<file path="config.mk">
export PLATFORM = sky130hd
export DESIGN_NAME = wiggle_section_decoder_top
export DESIGN_NICKNAME = d
export VERILOG_FILES = /design/src/design/wsd_pkg.sv /design/src/design/wsd_core.sv /design/src/design/wiggle_section_decoder_top.sv
export SDC_FILE = /design/constraint.sdc
export NUM_CORES = 2
export LEC_CHECK = 0
export BUFFER_PORTS_ARGS = -buffer_cell sky130_fd_sc_hd__clkbuf_2
export CAP_MARGIN = 20
export CELL_PAD_IN_SITES_DETAIL_PLACEMENT = 1
export CELL_PAD_IN_SITES_GLOBAL_PLACEMENT = 1
export CORE_MARGIN = 5
export CORE_UTILIZATION = 44
export DETAILED_ROUTE_END_ITERATION = 10
export GPL_ROUTABILITY_DRIVEN = 0
export PLACE_DENSITY_LB_ADDON = 0.1
export SLEW_MARGIN = 20
export SYNTH_ARGS = -nofsm -noshare
export SYNTH_HDL_FRONTEND = slang
export SYNTH_SLANG_ARGS = --single-unit
</file>
<file path="constraint.sdc">
create_clock -name i_clk -period 19.9 [get_ports i_clk]
set_clock_uncertainty 0.1 [all_clocks]
set_input_delay 0.995 -clock i_clk [delete_from_list [all_inputs] [get_ports i_clk]]
set_output_delay 0.995 -clock i_clk [all_outputs]
set_load 0.02 [all_outputs]
</file>
<file path="src/design/wsd_pkg.sv">
// ----------------------------------------------------------------------------
// wsd_pkg
// Shared types and constants for the wiggle section decoder: header layout,
// section type codes, status codes, register indexes and the result record.
// ----------------------------------------------------------------------------
package wsd_pkg;

    // Section header layout (byte offsets within the 24-byte header)
    localparam int C_HDR_BYTES    = 24;
    localparam logic [4:0] C_HDR_LAST     = 5'(C_HDR_BYTES - 1);
    localparam logic [4:0] C_OFS_TYPE     = 5'd20;
    localparam logic [4:0] C_OFS_COUNT_LO = 5'd22;
    localparam logic [4:0] C_OFS_COUNT_HI = 5'd23;

    // Item sizes in bytes per section type
    localparam int C_BEDGRAPH_BYTES  = 12;
    localparam int C_VARSTEP_BYTES   = 8;
    localparam int C_FIXEDSTEP_BYTES = 4;

    // Section type codes
    localparam logic [7:0] TYPE_BEDGRAPH  = 8'd1;
    localparam logic [7:0] TYPE_VARSTEP   = 8'd2;
    localparam logic [7:0] TYPE_FIXEDSTEP = 8'd3;

    // Status codes
    localparam logic [1:0] ST_OK        = 2'd0;
    localparam logic [1:0] ST_TRUNCATED = 2'd1;
    localparam logic [1:0] ST_BAD_TYPE  = 2'd2;

    // Configuration register indexes
    localparam logic [1:0] REG_QUERY_CHROM = 2'd0;
    localparam logic [1:0] REG_QUERY_START = 2'd1;
    localparam logic [1:0] REG_QUERY_END   = 2'd2;

    localparam int C_COORD_W = 49;

    typedef struct packed {
        logic [31:0] chrom;
        logic [31:0] start;
        logic [31:0] stop;
    } t_query;

    typedef struct packed {
        logic                   has_interval;
        logic [C_COORD_W-1:0]   interval_start;
        logic [C_COORD_W-1:0]   interval_end;
        logic [31:0]            value_bits;
        logic                   block_done;
        logic [1:0]             status;
        logic [31:0]            reported_count;
    } t_result;

    // Byte index of the final byte of one item
    function automatic logic [4:0] f_item_last(input logic [7:0] sect_type);
        logic [4:0] last_idx;
        case (sect_type)
            TYPE_BEDGRAPH: last_idx = 5'(C_BEDGRAPH_BYTES - 1);
            TYPE_VARSTEP:  last_idx = 5'(C_VARSTEP_BYTES - 1);
            default:       last_idx = 5'(C_FIXEDSTEP_BYTES - 1);
        endcase
        return last_idx;
    endfunction

endpackage

</file>
<file path="src/design/wsd_core.sv">
// ----------------------------------------------------------------------------
// wsd_core
// Parse state and per-byte decode. Updates the section/item registers on each
// fired byte and presents the result of that byte combinationally.
// ----------------------------------------------------------------------------
module wsd_core (
    input  logic                i_clk,
    input  logic                i_rst_n,
    input  logic                i_fire,
    input  logic [7:0]          i_byte,
    input  logic                i_last,
    input  wsd_pkg::t_query     i_query,
    output logic                o_res_valid,
    output wsd_pkg::t_result    o_res
);
    import wsd_pkg::*;

    // Control state
    logic [4:0]           r_byte_index, n_byte_index;
    logic                 r_in_header, n_in_header;
    logic [15:0]          r_items_left, n_items_left;
    logic [31:0]          r_hit_count, n_hit_count;
    logic [1:0]           r_error, n_error;
    logic [C_COORD_W-1:0] r_fixed_next, n_fixed_next;

    // Payload state (every lane written before it is used)
    logic [31:0] r_sect_chrom, n_sect_chrom;
    logic [31:0] r_sect_start, n_sect_start;
    logic [31:0] r_sect_step, n_sect_step;
    logic [31:0] r_sect_span, n_sect_span;
    logic [7:0]  r_sect_type, n_sect_type;
    logic [31:0] r_field_a, n_field_a;
    logic [31:0] r_field_b, n_field_b;
    logic [31:0] r_field_c, n_field_c;

    logic                 hit;
    logic [C_COORD_W-1:0] item_s, item_e;
    logic [31:0]          item_v;
    logic [4:0]           lane_ofs;

    assign lane_ofs = {r_byte_index[1:0], 3'b000};

    // Next-state and result decode
    always_comb begin
        n_byte_index = r_byte_index;
        n_in_header  = r_in_header;
        n_items_left = r_items_left;
        n_hit_count  = r_hit_count;
        n_error      = r_error;
        n_fixed_next = r_fixed_next;
        n_sect_chrom = r_sect_chrom;
        n_sect_start = r_sect_start;
        n_sect_step  = r_sect_step;
        n_sect_span  = r_sect_span;
        n_sect_type  = r_sect_type;
        n_field_a    = r_field_a;
        n_field_b    = r_field_b;
        n_field_c    = r_field_c;
        hit          = 1'b0;
        item_s       = '0;
        item_e       = '0;
        item_v       = '0;

        if (r_error == ST_OK) begin
            if (r_in_header) begin
                // header bytes into their fields
                if (r_byte_index inside {[5'd0:5'd3]}) begin
                    n_sect_chrom[lane_ofs +: 8] = i_byte;
                end else if (r_byte_index inside {[5'd4:5'd7]}) begin
                    n_sect_start[lane_ofs +: 8] = i_byte;
                end else if (r_byte_index inside {[5'd12:5'd15]}) begin
                    n_sect_step[lane_ofs +: 8] = i_byte;
                end else if (r_byte_index inside {[5'd16:5'd19]}) begin
                    n_sect_span[lane_ofs +: 8] = i_byte;
                end else if (r_byte_index == C_OFS_TYPE) begin
                    n_sect_type = i_byte;
                end else if (r_byte_index == C_OFS_COUNT_LO) begin
                    n_items_left[7:0] = i_byte;
                end else if (r_byte_index == C_OFS_COUNT_HI) begin
                    n_items_left[15:8] = i_byte;
                end

                if (r_byte_index == C_HDR_LAST) begin
                    n_byte_index = '0;
                    if (n_items_left != 16'd0) begin
                        if (r_sect_type inside {TYPE_BEDGRAPH, TYPE_VARSTEP,
                                                TYPE_FIXEDSTEP}) begin
                            n_in_header  = 1'b0;
                            n_fixed_next = {{(C_COORD_W-32){1'b0}}, r_sect_start};
                        end else begin
                            n_error = ST_BAD_TYPE;
                        end
                    end
                end else begin
                    n_byte_index = r_byte_index + 5'd1;
                end
            end else begin
                // item bytes into field a/b/c
                if (r_byte_index inside {[5'd0:5'd3]}) begin
                    n_field_a[lane_ofs +: 8] = i_byte;
                end else if (r_byte_index inside {[5'd4:5'd7]}) begin
                    n_field_b[lane_ofs +: 8] = i_byte;
                end else begin
                    n_field_c[lane_ofs +: 8] = i_byte;
                end

                if (r_byte_index == f_item_last(r_sect_type)) begin
                    n_byte_index = '0;
                    case (r_sect_type)
                        TYPE_BEDGRAPH: begin
                            item_s = {{(C_COORD_W-32){1'b0}}, n_field_a};
                            item_e = {{(C_COORD_W-32){1'b0}}, n_field_b};
                            item_v = n_field_c;
                        end
                        TYPE_VARSTEP: begin
                            item_s = {{(C_COORD_W-32){1'b0}}, n_field_a};
                            item_e = {{(C_COORD_W-32){1'b0}}, n_field_a}
                                   + {{(C_COORD_W-32){1'b0}}, r_sect_span};
                            item_v = n_field_b;
                        end
                        default: begin
                            item_s = r_fixed_next;
                            item_e = r_fixed_next
                                   + {{(C_COORD_W-32){1'b0}}, r_sect_span};
                            item_v = n_field_a;
                            n_fixed_next = r_fixed_next
                                         + {{(C_COORD_W-32){1'b0}}, r_sect_step};
                        end
                    endcase
                    n_items_left = r_items_left - 16'd1;
                    if (n_items_left == 16'd0) begin
                        n_in_header = 1'b1;
                    end
                    // overlap test against the query
                    if ((r_sect_chrom == i_query.chrom) &&
                        (item_s < {{(C_COORD_W-32){1'b0}}, i_query.stop}) &&
                        (item_e > {{(C_COORD_W-32){1'b0}}, i_query.start})) begin
                        hit         = 1'b1;
                        n_hit_count = r_hit_count + 32'd1;
                    end
                end else begin
                    n_byte_index = r_byte_index + 5'd1;
                end
            end
        end

        // block ends while items are still owed
        if (i_last && (n_error == ST_OK) && !n_in_header) begin
            n_error = ST_TRUNCATED;
        end

        // result of this byte
        o_res_valid          = i_fire && (hit || i_last);
        o_res.has_interval   = hit;
        o_res.interval_start = hit ? item_s : '0;
        o_res.interval_end   = hit ? item_e : '0;
        o_res.value_bits     = hit ? item_v : '0;
        o_res.block_done     = i_last;
        o_res.status         = n_error;
        o_res.reported_count = n_hit_count;

        // end of block: back to the idle parse state
        if (i_last) begin
            n_byte_index = '0;
            n_in_header  = 1'b1;
            n_items_left = '0;
            n_hit_count  = '0;
            n_error      = ST_OK;
            n_fixed_next = '0;
        end
    end

    // Control registers
    always_ff @(posedge i_clk) begin
        if (!i_rst_n) begin
            r_byte_index <= '0;
            r_in_header  <= 1'b1;
            r_items_left <= '0;
            r_hit_count  <= '0;
            r_error      <= ST_OK;
            r_fixed_next <= '0;
        end else if (i_fire) begin
            r_byte_index <= n_byte_index;
            r_in_header  <= n_in_header;
            r_items_left <= n_items_left;
            r_hit_count  <= n_hit_count;
            r_error      <= n_error;
            r_fixed_next <= n_fixed_next;
        end
    end

    // Payload registers
    always_ff @(posedge i_clk) begin
        if (i_fire) begin
            r_sect_chrom <= n_sect_chrom;
            r_sect_start <= n_sect_start;
            r_sect_step  <= n_sect_step;
            r_sect_span  <= n_sect_span;
            r_sect_type  <= n_sect_type;
            r_field_a    <= n_field_a;
            r_field_b    <= n_field_b;
            r_field_c    <= n_field_c;
        end
    end

endmodule

</file>
<file path="src/design/wiggle_section_decoder_top.sv">
// ----------------------------------------------------------------------------
// wiggle_section_decoder_top
// Streaming decoder for one uncompressed wiggle data block, fed byte by byte.
// ----------------------------------------------------------------------------
// The block takes one byte per cycle while the skid register is empty: each
// byte is captured in an input register, decoded there by the parse logic,
// and any result is registered in the output register. A one-entry skid
// register behind the output register keeps input flowing while a finished
// result waits; the input only stalls when both the output and skid registers
// are full. Results appear only for bytes that complete an overlapping
// interval or for the block's last byte (tlast). Query registers are written
// through the plain write port; the user must write them only while the block
// is idle, which the block does not enforce; unused indexes are ignored.
module wiggle_section_decoder_top (
    input  logic          i_clk,
    input  logic          i_rst_n,
    // configuration write port
    input  logic          i_cfg_we,
    input  logic [1:0]    i_cfg_addr,
    input  logic [31:0]   i_cfg_wdata,
    // byte input
    input  logic          s_axis_tvalid,
    output logic          s_axis_tready,
    input  logic [7:0]    s_axis_tdata,   // [7:0] data_byte
    input  logic          s_axis_tlast,   // last_byte
    // result output
    output logic          m_axis_tvalid,
    input  logic          m_axis_tready,
    // [48:0] interval_start, [97:49] interval_end, [129:98] value_bits,
    // [131:130] status, [163:132] reported_count, [167:164] zero
    output logic [167:0]  m_axis_tdata,
    output logic          m_axis_tlast,   // block_done
    output logic          m_axis_tuser    // has_interval
);
    import wsd_pkg::*;

    t_query  r_query;
    logic    r_in_valid;
    logic [7:0] r_in_byte;
    logic    r_in_last;
    logic    r_out_valid;
    t_result r_out;
    logic    r_skid_valid;
    t_result r_skid;

    logic    proc_fire;
    logic    out_take;
    logic    res_valid;
    t_result res;

    // Configuration registers
    always_ff @(posedge i_clk) begin
        if (!i_rst_n) begin
            r_query <= '0;
        end else if (i_cfg_we) begin
            case (i_cfg_addr)
                REG_QUERY_CHROM: r_query.chrom <= i_cfg_wdata;
                REG_QUERY_START: r_query.start <= i_cfg_wdata;
                REG_QUERY_END:   r_query.stop  <= i_cfg_wdata;
                default: ;
            endcase
        end
    end

    // Handshake
    assign proc_fire     = r_in_valid && !r_skid_valid;
    assign s_axis_tready = !r_in_valid || proc_fire;
    assign out_take      = r_out_valid && m_axis_tready;

    // Input register
    always_ff @(posedge i_clk) begin
        if (!i_rst_n) begin
            r_in_valid <= 1'b0;
        end else if (s_axis_tvalid && s_axis_tready) begin
            r_in_valid <= 1'b1;
        end else if (proc_fire) begin
            r_in_valid <= 1'b0;
        end
    end

    always_ff @(posedge i_clk) begin
        if (s_axis_tvalid && s_axis_tready) begin
            r_in_byte <= s_axis_tdata;
            r_in_last <= s_axis_tlast;
        end
    end

    // Decode
    wsd_core u_core (
        .i_clk       (i_clk),
        .i_rst_n     (i_rst_n),
        .i_fire      (proc_fire),
        .i_byte      (r_in_byte),
        .i_last      (r_in_last),
        .i_query     (r_query),
        .o_res_valid (res_valid),
        .o_res       (res)
    );

    // Output register and skid register: valid flags
    always_ff @(posedge i_clk) begin
        if (!i_rst_n) begin
            r_out_valid  <= 1'b0;
            r_skid_valid <= 1'b0;
        end else if (r_skid_valid) begin
            if (out_take) begin
                r_skid_valid <= 1'b0;
            end
        end else if (res_valid) begin
            if (!r_out_valid || out_take) begin
                r_out_valid <= 1'b1;
            end else begin
                r_skid_valid <= 1'b1;
            end
        end else if (out_take) begin
            r_out_valid <= 1'b0;
        end
    end

    // Output register and skid register: payload
    always_ff @(posedge i_clk) begin
        if (r_skid_valid) begin
            if (out_take) begin
                r_out <= r_skid;
            end
        end else if (res_valid) begin
            if (!r_out_valid || out_take) begin
                r_out <= res;
            end else begin
                r_skid <= res;
            end
        end
    end

    assign m_axis_tvalid = r_out_valid;
    assign m_axis_tlast  = r_out.block_done;
    assign m_axis_tuser  = r_out.has_interval;
    assign m_axis_tdata  = {4'b0000, r_out.reported_count, r_out.status,
                            r_out.value_bits, r_out.interval_end,
                            r_out.interval_start};

    // Skid entry only exists behind a full output register
    a_skid_behind_out: assert property (@(posedge i_clk) disable iff (!i_rst_n)
        r_skid_valid |-> r_out_valid)
        else $error("skid register holds a result while output register is empty");

    // Input stalls only when both result registers are occupied
    a_stall_cause: assert property (@(posedge i_clk) disable iff (!i_rst_n)
        !s_axis_tready |-> (r_in_valid && r_skid_valid && r_out_valid))
        else $error("input stalled without a full output path");

    // Status code is one of the defined codes
    a_status_code: assert property (@(posedge i_clk) disable iff (!i_rst_n)
        m_axis_tvalid |-> (r_out.status == ST_OK || r_out.status == ST_TRUNCATED ||
                           r_out.status == ST_BAD_TYPE))
        else $error("undefined status code on output");

    // Results without an interval carry zero coordinates and value and end the block
    a_no_interval_zero: assert property (@(posedge i_clk) disable iff (!i_rst_n)
        (m_axis_tvalid && !r_out.has_interval) |->
            (r_out.interval_start == '0 && r_out.interval_end == '0 &&
             r_out.value_bits == '0 && r_out.block_done))
        else $error("empty result with nonzero payload or without block end");

    // A stalled result stays put in the output register
    a_out_hold: assert property (@(posedge i_clk) disable iff (!i_rst_n)
        (r_out_valid && !m_axis_tready) |=> (r_out_valid && $stable(r_out)))
        else $error("output register changed while stalled");

endmodule
</file>
==> results.md <==
- Run status: completed
- Number of flops mapped to enable cells by yosys: 573
- Start of the worst register-to-register path: u_core.r_byte_index[0]$_SDFFE_PN0P_
- Overall die area: 98,130 um2
- Die W: 313.3 um
- Post-DR wirelength/cell: 26.93 um
- Net count, final: 4,333
- Clock Root Buffer: sky130_fd_sc_hd__clkbuf_16
- Basic-gate share of the synthesized area counting and, or, nand and nor cells: 15.79%
- Count of standard-cell rows: 111
- Category of the worst setup path capture point: flip-flop
- Cell type of the slowest stage on the worst timing path: sky130_fd_sc_hd__buf_4
- Number of primary I/O pins: 220
- Growth of design area from synthesis to finish: 12.70%
- Worst Reg2Reg Path Length in Cells: 32
- Syn. warnings: 0
- Maximum level of the CTS H-tree: 3
- Residual DRC: 0
- R2R Path End: r_skid[2]$_DFFE_PP_
- Logic pwr share: 6.2%
- Area share of fa/ha/maj cells after synthesis: 5.374%
- Overall routing resource usage: 28.69%
- Async set or reset register ratio after synthesis: 0%
- Number of port buffers: 215
- Slew @ Worst Pin: 1.150 ns
- Hold Vio Cnt, Final: 0
- Start point of the critical path: u_core.r_byte_index[0]$_SDFFE_PN0P_
- Starting Density: 44.21%
- Setup repair after global routing missed its margin: false
- Final setup violation count: 0
- Number of nets still failing antenna checks after routing: 0
- Fraction of the yosys area taken by sequential cells: 52.62%
- Class of the most critical hold timing path: reg2reg
- Part of the cycle the worst path needs: 53.33%
- Syn Std Cell Area: 40,460 um2
- Proportion of synthesized area in mux cells: 2.529%
- Number of buffers inserted during clock tree synthesis: 88
- Power Internal: 2747 uW
- Reg-to-reg setup timing slack: 9.29 ns
- Top cells by area, synth: sky130_fd_sc_hd__edfxtp_1 (43%), sky130_fd_sc_hd__dfxtp_1 (10%), sky130_fd_sc_hd__nand2_1 (5.4%), sky130_fd_sc_hd__ha_1 (5.2%), sky130_fd_sc_hd__a21oi_1 (2.5%)
- Worst supply voltage drop on vdd: 0.06543 mV
- Detailed Routing Iterations Pass 1: 5
- Power density over the cells: 79.05 nW/um2
- XOR/XNOR share of the synthesized area: 3.615%
- Final critical path time including I/O delays and setup: 10.61 ns
- CTS tree: yes
- Overall routed net length: 144,700 um
- Largest fanout of any net on the critical path: 87
- Maximum number of pins on one net before global-route repair: 167
- Number of gates resized after cts: 0
- Clock latency of the later-clocked register in the worst-skew pair: 0.67 ns
- Net Sw Power: 858.2 uW
- Mapped Avg Cell Area: 10.29 um2
- Register clock-pin slew on the reported worst setup and hold paths: 0.06 ns
- Initial antenna violation count: 7
- Net switching share of the total power: 23.81%
- Post-synth cell types: 98
- Post-route total power: 3605 uW
- Endpoint required time on the critical path: 20.22 ns
- Fraction of the mapped netlist area in compound gates: 16.05%
- Die Y: 313.3 um
- Floorplan Core Area: 91,520 um2
- CP bufs+invs: 5
- Crit path arrival time: 10.93 ns
- Setup Crit Path Kind: reg2reg
- DR vias/cell: 5.988
- Register share of total power: 49.1%
- Element type at the critical path start: flip-flop
- Post-CTS setup repair buffer count: 0
- Share of layout cells above drive strength 1: 12.52%
- Cell type contributing the most total cell area after synthesis: sky130_fd_sc_hd__edfxtp_1
- Crit path largest cell delay: 0.74 ns
- Fillers: 10,070
- Top achievable clock speed: 94.24 MHz
- Reported leakage power: 0.01794 uW
- Half-perimeter wire length after placement: 108,000 um
- Number of global-route vias before repair: 31,540
- Clk sinks: 777
- Portion of synthesized cell area occupied by the leading cell type: 42.52%
- Relative max-transition margin: 21.14%
- Number of violations reported at the end of detailed-routing iteration 0: 3,171
- Number of vias after detailed routing: 32,180
- Max-capacitance violation count: 0
- Global-route wire length before repair: 212,500 um
- Worst-case clock buffer depth: 3
- GRT overflow: 0
- Leading register cell type out of synthesis: sky130_fd_sc_hd__edfxtp_1
- Number of cells on the critical path: 32
- Post-synthesis sequential element count: 777
- Cell family with most CP delay: compound AO/OA/AOI/OAI gates
- Pins over their slew limit: 0
- Main combinational cell family by area after synthesis: compound AO/OA/AOI/OAI gates
- Proportion of power drawn by the clock network: 44.7%
- Number of instances in the synthesized netlist: 3,933
- End point of the critical path: r_skid[2]$_DFFE_PP_
- Setup Total Neg Slack: 0 ns
- Hold-fix buffers, CTS: 0
==> layout by cell type, fill, tap and decap left out, types with 57 or more instances in the layout <==
cell                        count
sky130_fd_sc_hd__nand2_1      585
sky130_fd_sc_hd__o31ai_1       95
sky130_fd_sc_hd__nand3_1       69
sky130_fd_sc_hd__a21o_1        77
sky130_fd_sc_hd__ha_1         169
sky130_fd_sc_hd__and2_1        77
sky130_fd_sc_hd__a21boi_0     107
sky130_fd_sc_hd__a21oi_1      206
sky130_fd_sc_hd__a22o_1        62
sky130_fd_sc_hd__o21ai_0      198
sky130_fd_sc_hd__edfxtp_1     573
sky130_fd_sc_hd__clkbuf_2     214
sky130_fd_sc_hd__clkbuf_16     90
sky130_fd_sc_hd__buf_4         57
sky130_fd_sc_hd__nor2_1       241
sky130_fd_sc_hd__dfxtp_1      202
sky130_fd_sc_hd__xor2_1        95
sky130_fd_sc_hd__inv_1        187
sky130_fd_sc_hd__nor3_1        66
sky130_fd_sc_hd__xnor2_1       72
==> power by group through the flow <==
stage          Sequential, uW  Clock (uW)  Combinational (uW)
4_1_cts                  1770        1640                 222
3_5_place_dp             1800           0                 220
5_1_grt                  1770        1720                 242
3_3_place_gp             1800           0                 217
6_report                 1770        1610                 224
2_1_floorplan            1800           0                 128
==> sequential cells by signal, indices dropped and copies added, names as in the netlist, 8 cells and up <==
register	flops
u_core.r_fixed_next	49
u_core.r_field_c	32
u_core.r_sect_span	32
r_skid	166
u_core.r_field_b	32
u_core.r_sect_step	32
u_core.r_sect_chrom	32
u_core.r_field_a	32
u_core.r_hit_count	32
r_in_byte	8
r_query	96
u_core.r_sect_type	8
u_core.r_items_left	16
m_axis_tdata	164
u_core.r_sect_start	32
==> kinds of logic (layout without fill, tap and decap cells) <==
family | count (synthesis) | after routing
adders and majority gates | 172 | 172
and+or+nand+nor | 1340 | 1340
AOI/OAI and AO/OA | 972 | 972
DFF | 777 | 777
buffers and inverters | 409 | 625
xor gates and xnor gates | 167 | 167
muxes | 95 | 95
other | 1 | 39
==> final cells by class <==
cell class              count  area, um2  area share, %
clock inverters            40      394.1         0.8643
well taps                1186       1484          3.254
diodes                      2      5.005        0.01098
inverters                 189      709.4          1.556
repair buffers            274       1554          3.408
flip-flops and latches    777      21300          46.70
clock buffers             122       2422          5.312
multi-input cells        2783      17740          38.90
==> worst min-delay path, delay by kind of cell, from the launching register on <==
kind | cells | cell delay, ns
flip-flops | 1 | 0.31
AO/OA/AOI/OAI | 1 | 0.06
AND/OR/NAND/NOR | 1 | 0.05
==> cell usage after synthesis (all sizes together) (69+ instances only) <==
cell    instances
a21oi         208
clkbuf        162
inv           188
xor2           95
ha            169
nor2          245
a21boi        108
dfxtp         204
nand3          69
xnor2          72
a21o           77
nor3           70
o31ai          95
o21ai         207
nand2         585
and2           77
edfxtp        573
==> metal layers <==
layer / part of all wire, % / global-route usage (%) / vias to the layer above
li1: - / - / 14640
met1: 46 / 41.89 / 16150
met2: 42 / 42.32 / 1146
met3: 7.1 / 4.853 / 240
met4: 4.7 / 12.09 / 4
met5: 0.019 / 0 / -
==> how the worst min path moves through the flow <==
stage,slack (ns),cells past startpoint,start,end
after global routing,0.39,2,r_query[56]$_SDFFE_PN0P_,r_query[56]$_SDFFE_PN0P_
after CTS,0.37,2,r_query[3]$_SDFFE_PN0P_,r_query[3]$_SDFFE_PN0P_
after floorplan,0.34,0,r_in_last$_DFFE_PP_,r_skid[34]$_DFFE_PP_
final,0.37,2,r_query[29]$_SDFFE_PN0P_,r_query[29]$_SDFFE_PN0P_
after detailed placement,0.36,2,r_query[3]$_SDFFE_PN0P_,r_query[3]$_SDFFE_PN0P_
after global placement,0.35,2,r_query[5]$_SDFFE_PN0P_,r_query[5]$_SDFFE_PN0P_
==> through the flow <==
stage	hold WS, ns	utilization, %	std cells	area, um2	worst slack, ns
after global placement	0.3540	46.71	5208	42750	9.821
after global routing	0.3921	49.82	5371	45600	8.476
after floorplan	0.3423	-	3969	40600	0.5584
final	0.3660	49.82	5373	45600	9.288
after CTS	0.3685	49.80	5370	45580	9.413
after detailed placement	0.3606	46.72	5208	42760	9.419
(Power assumes the default switching activity.)
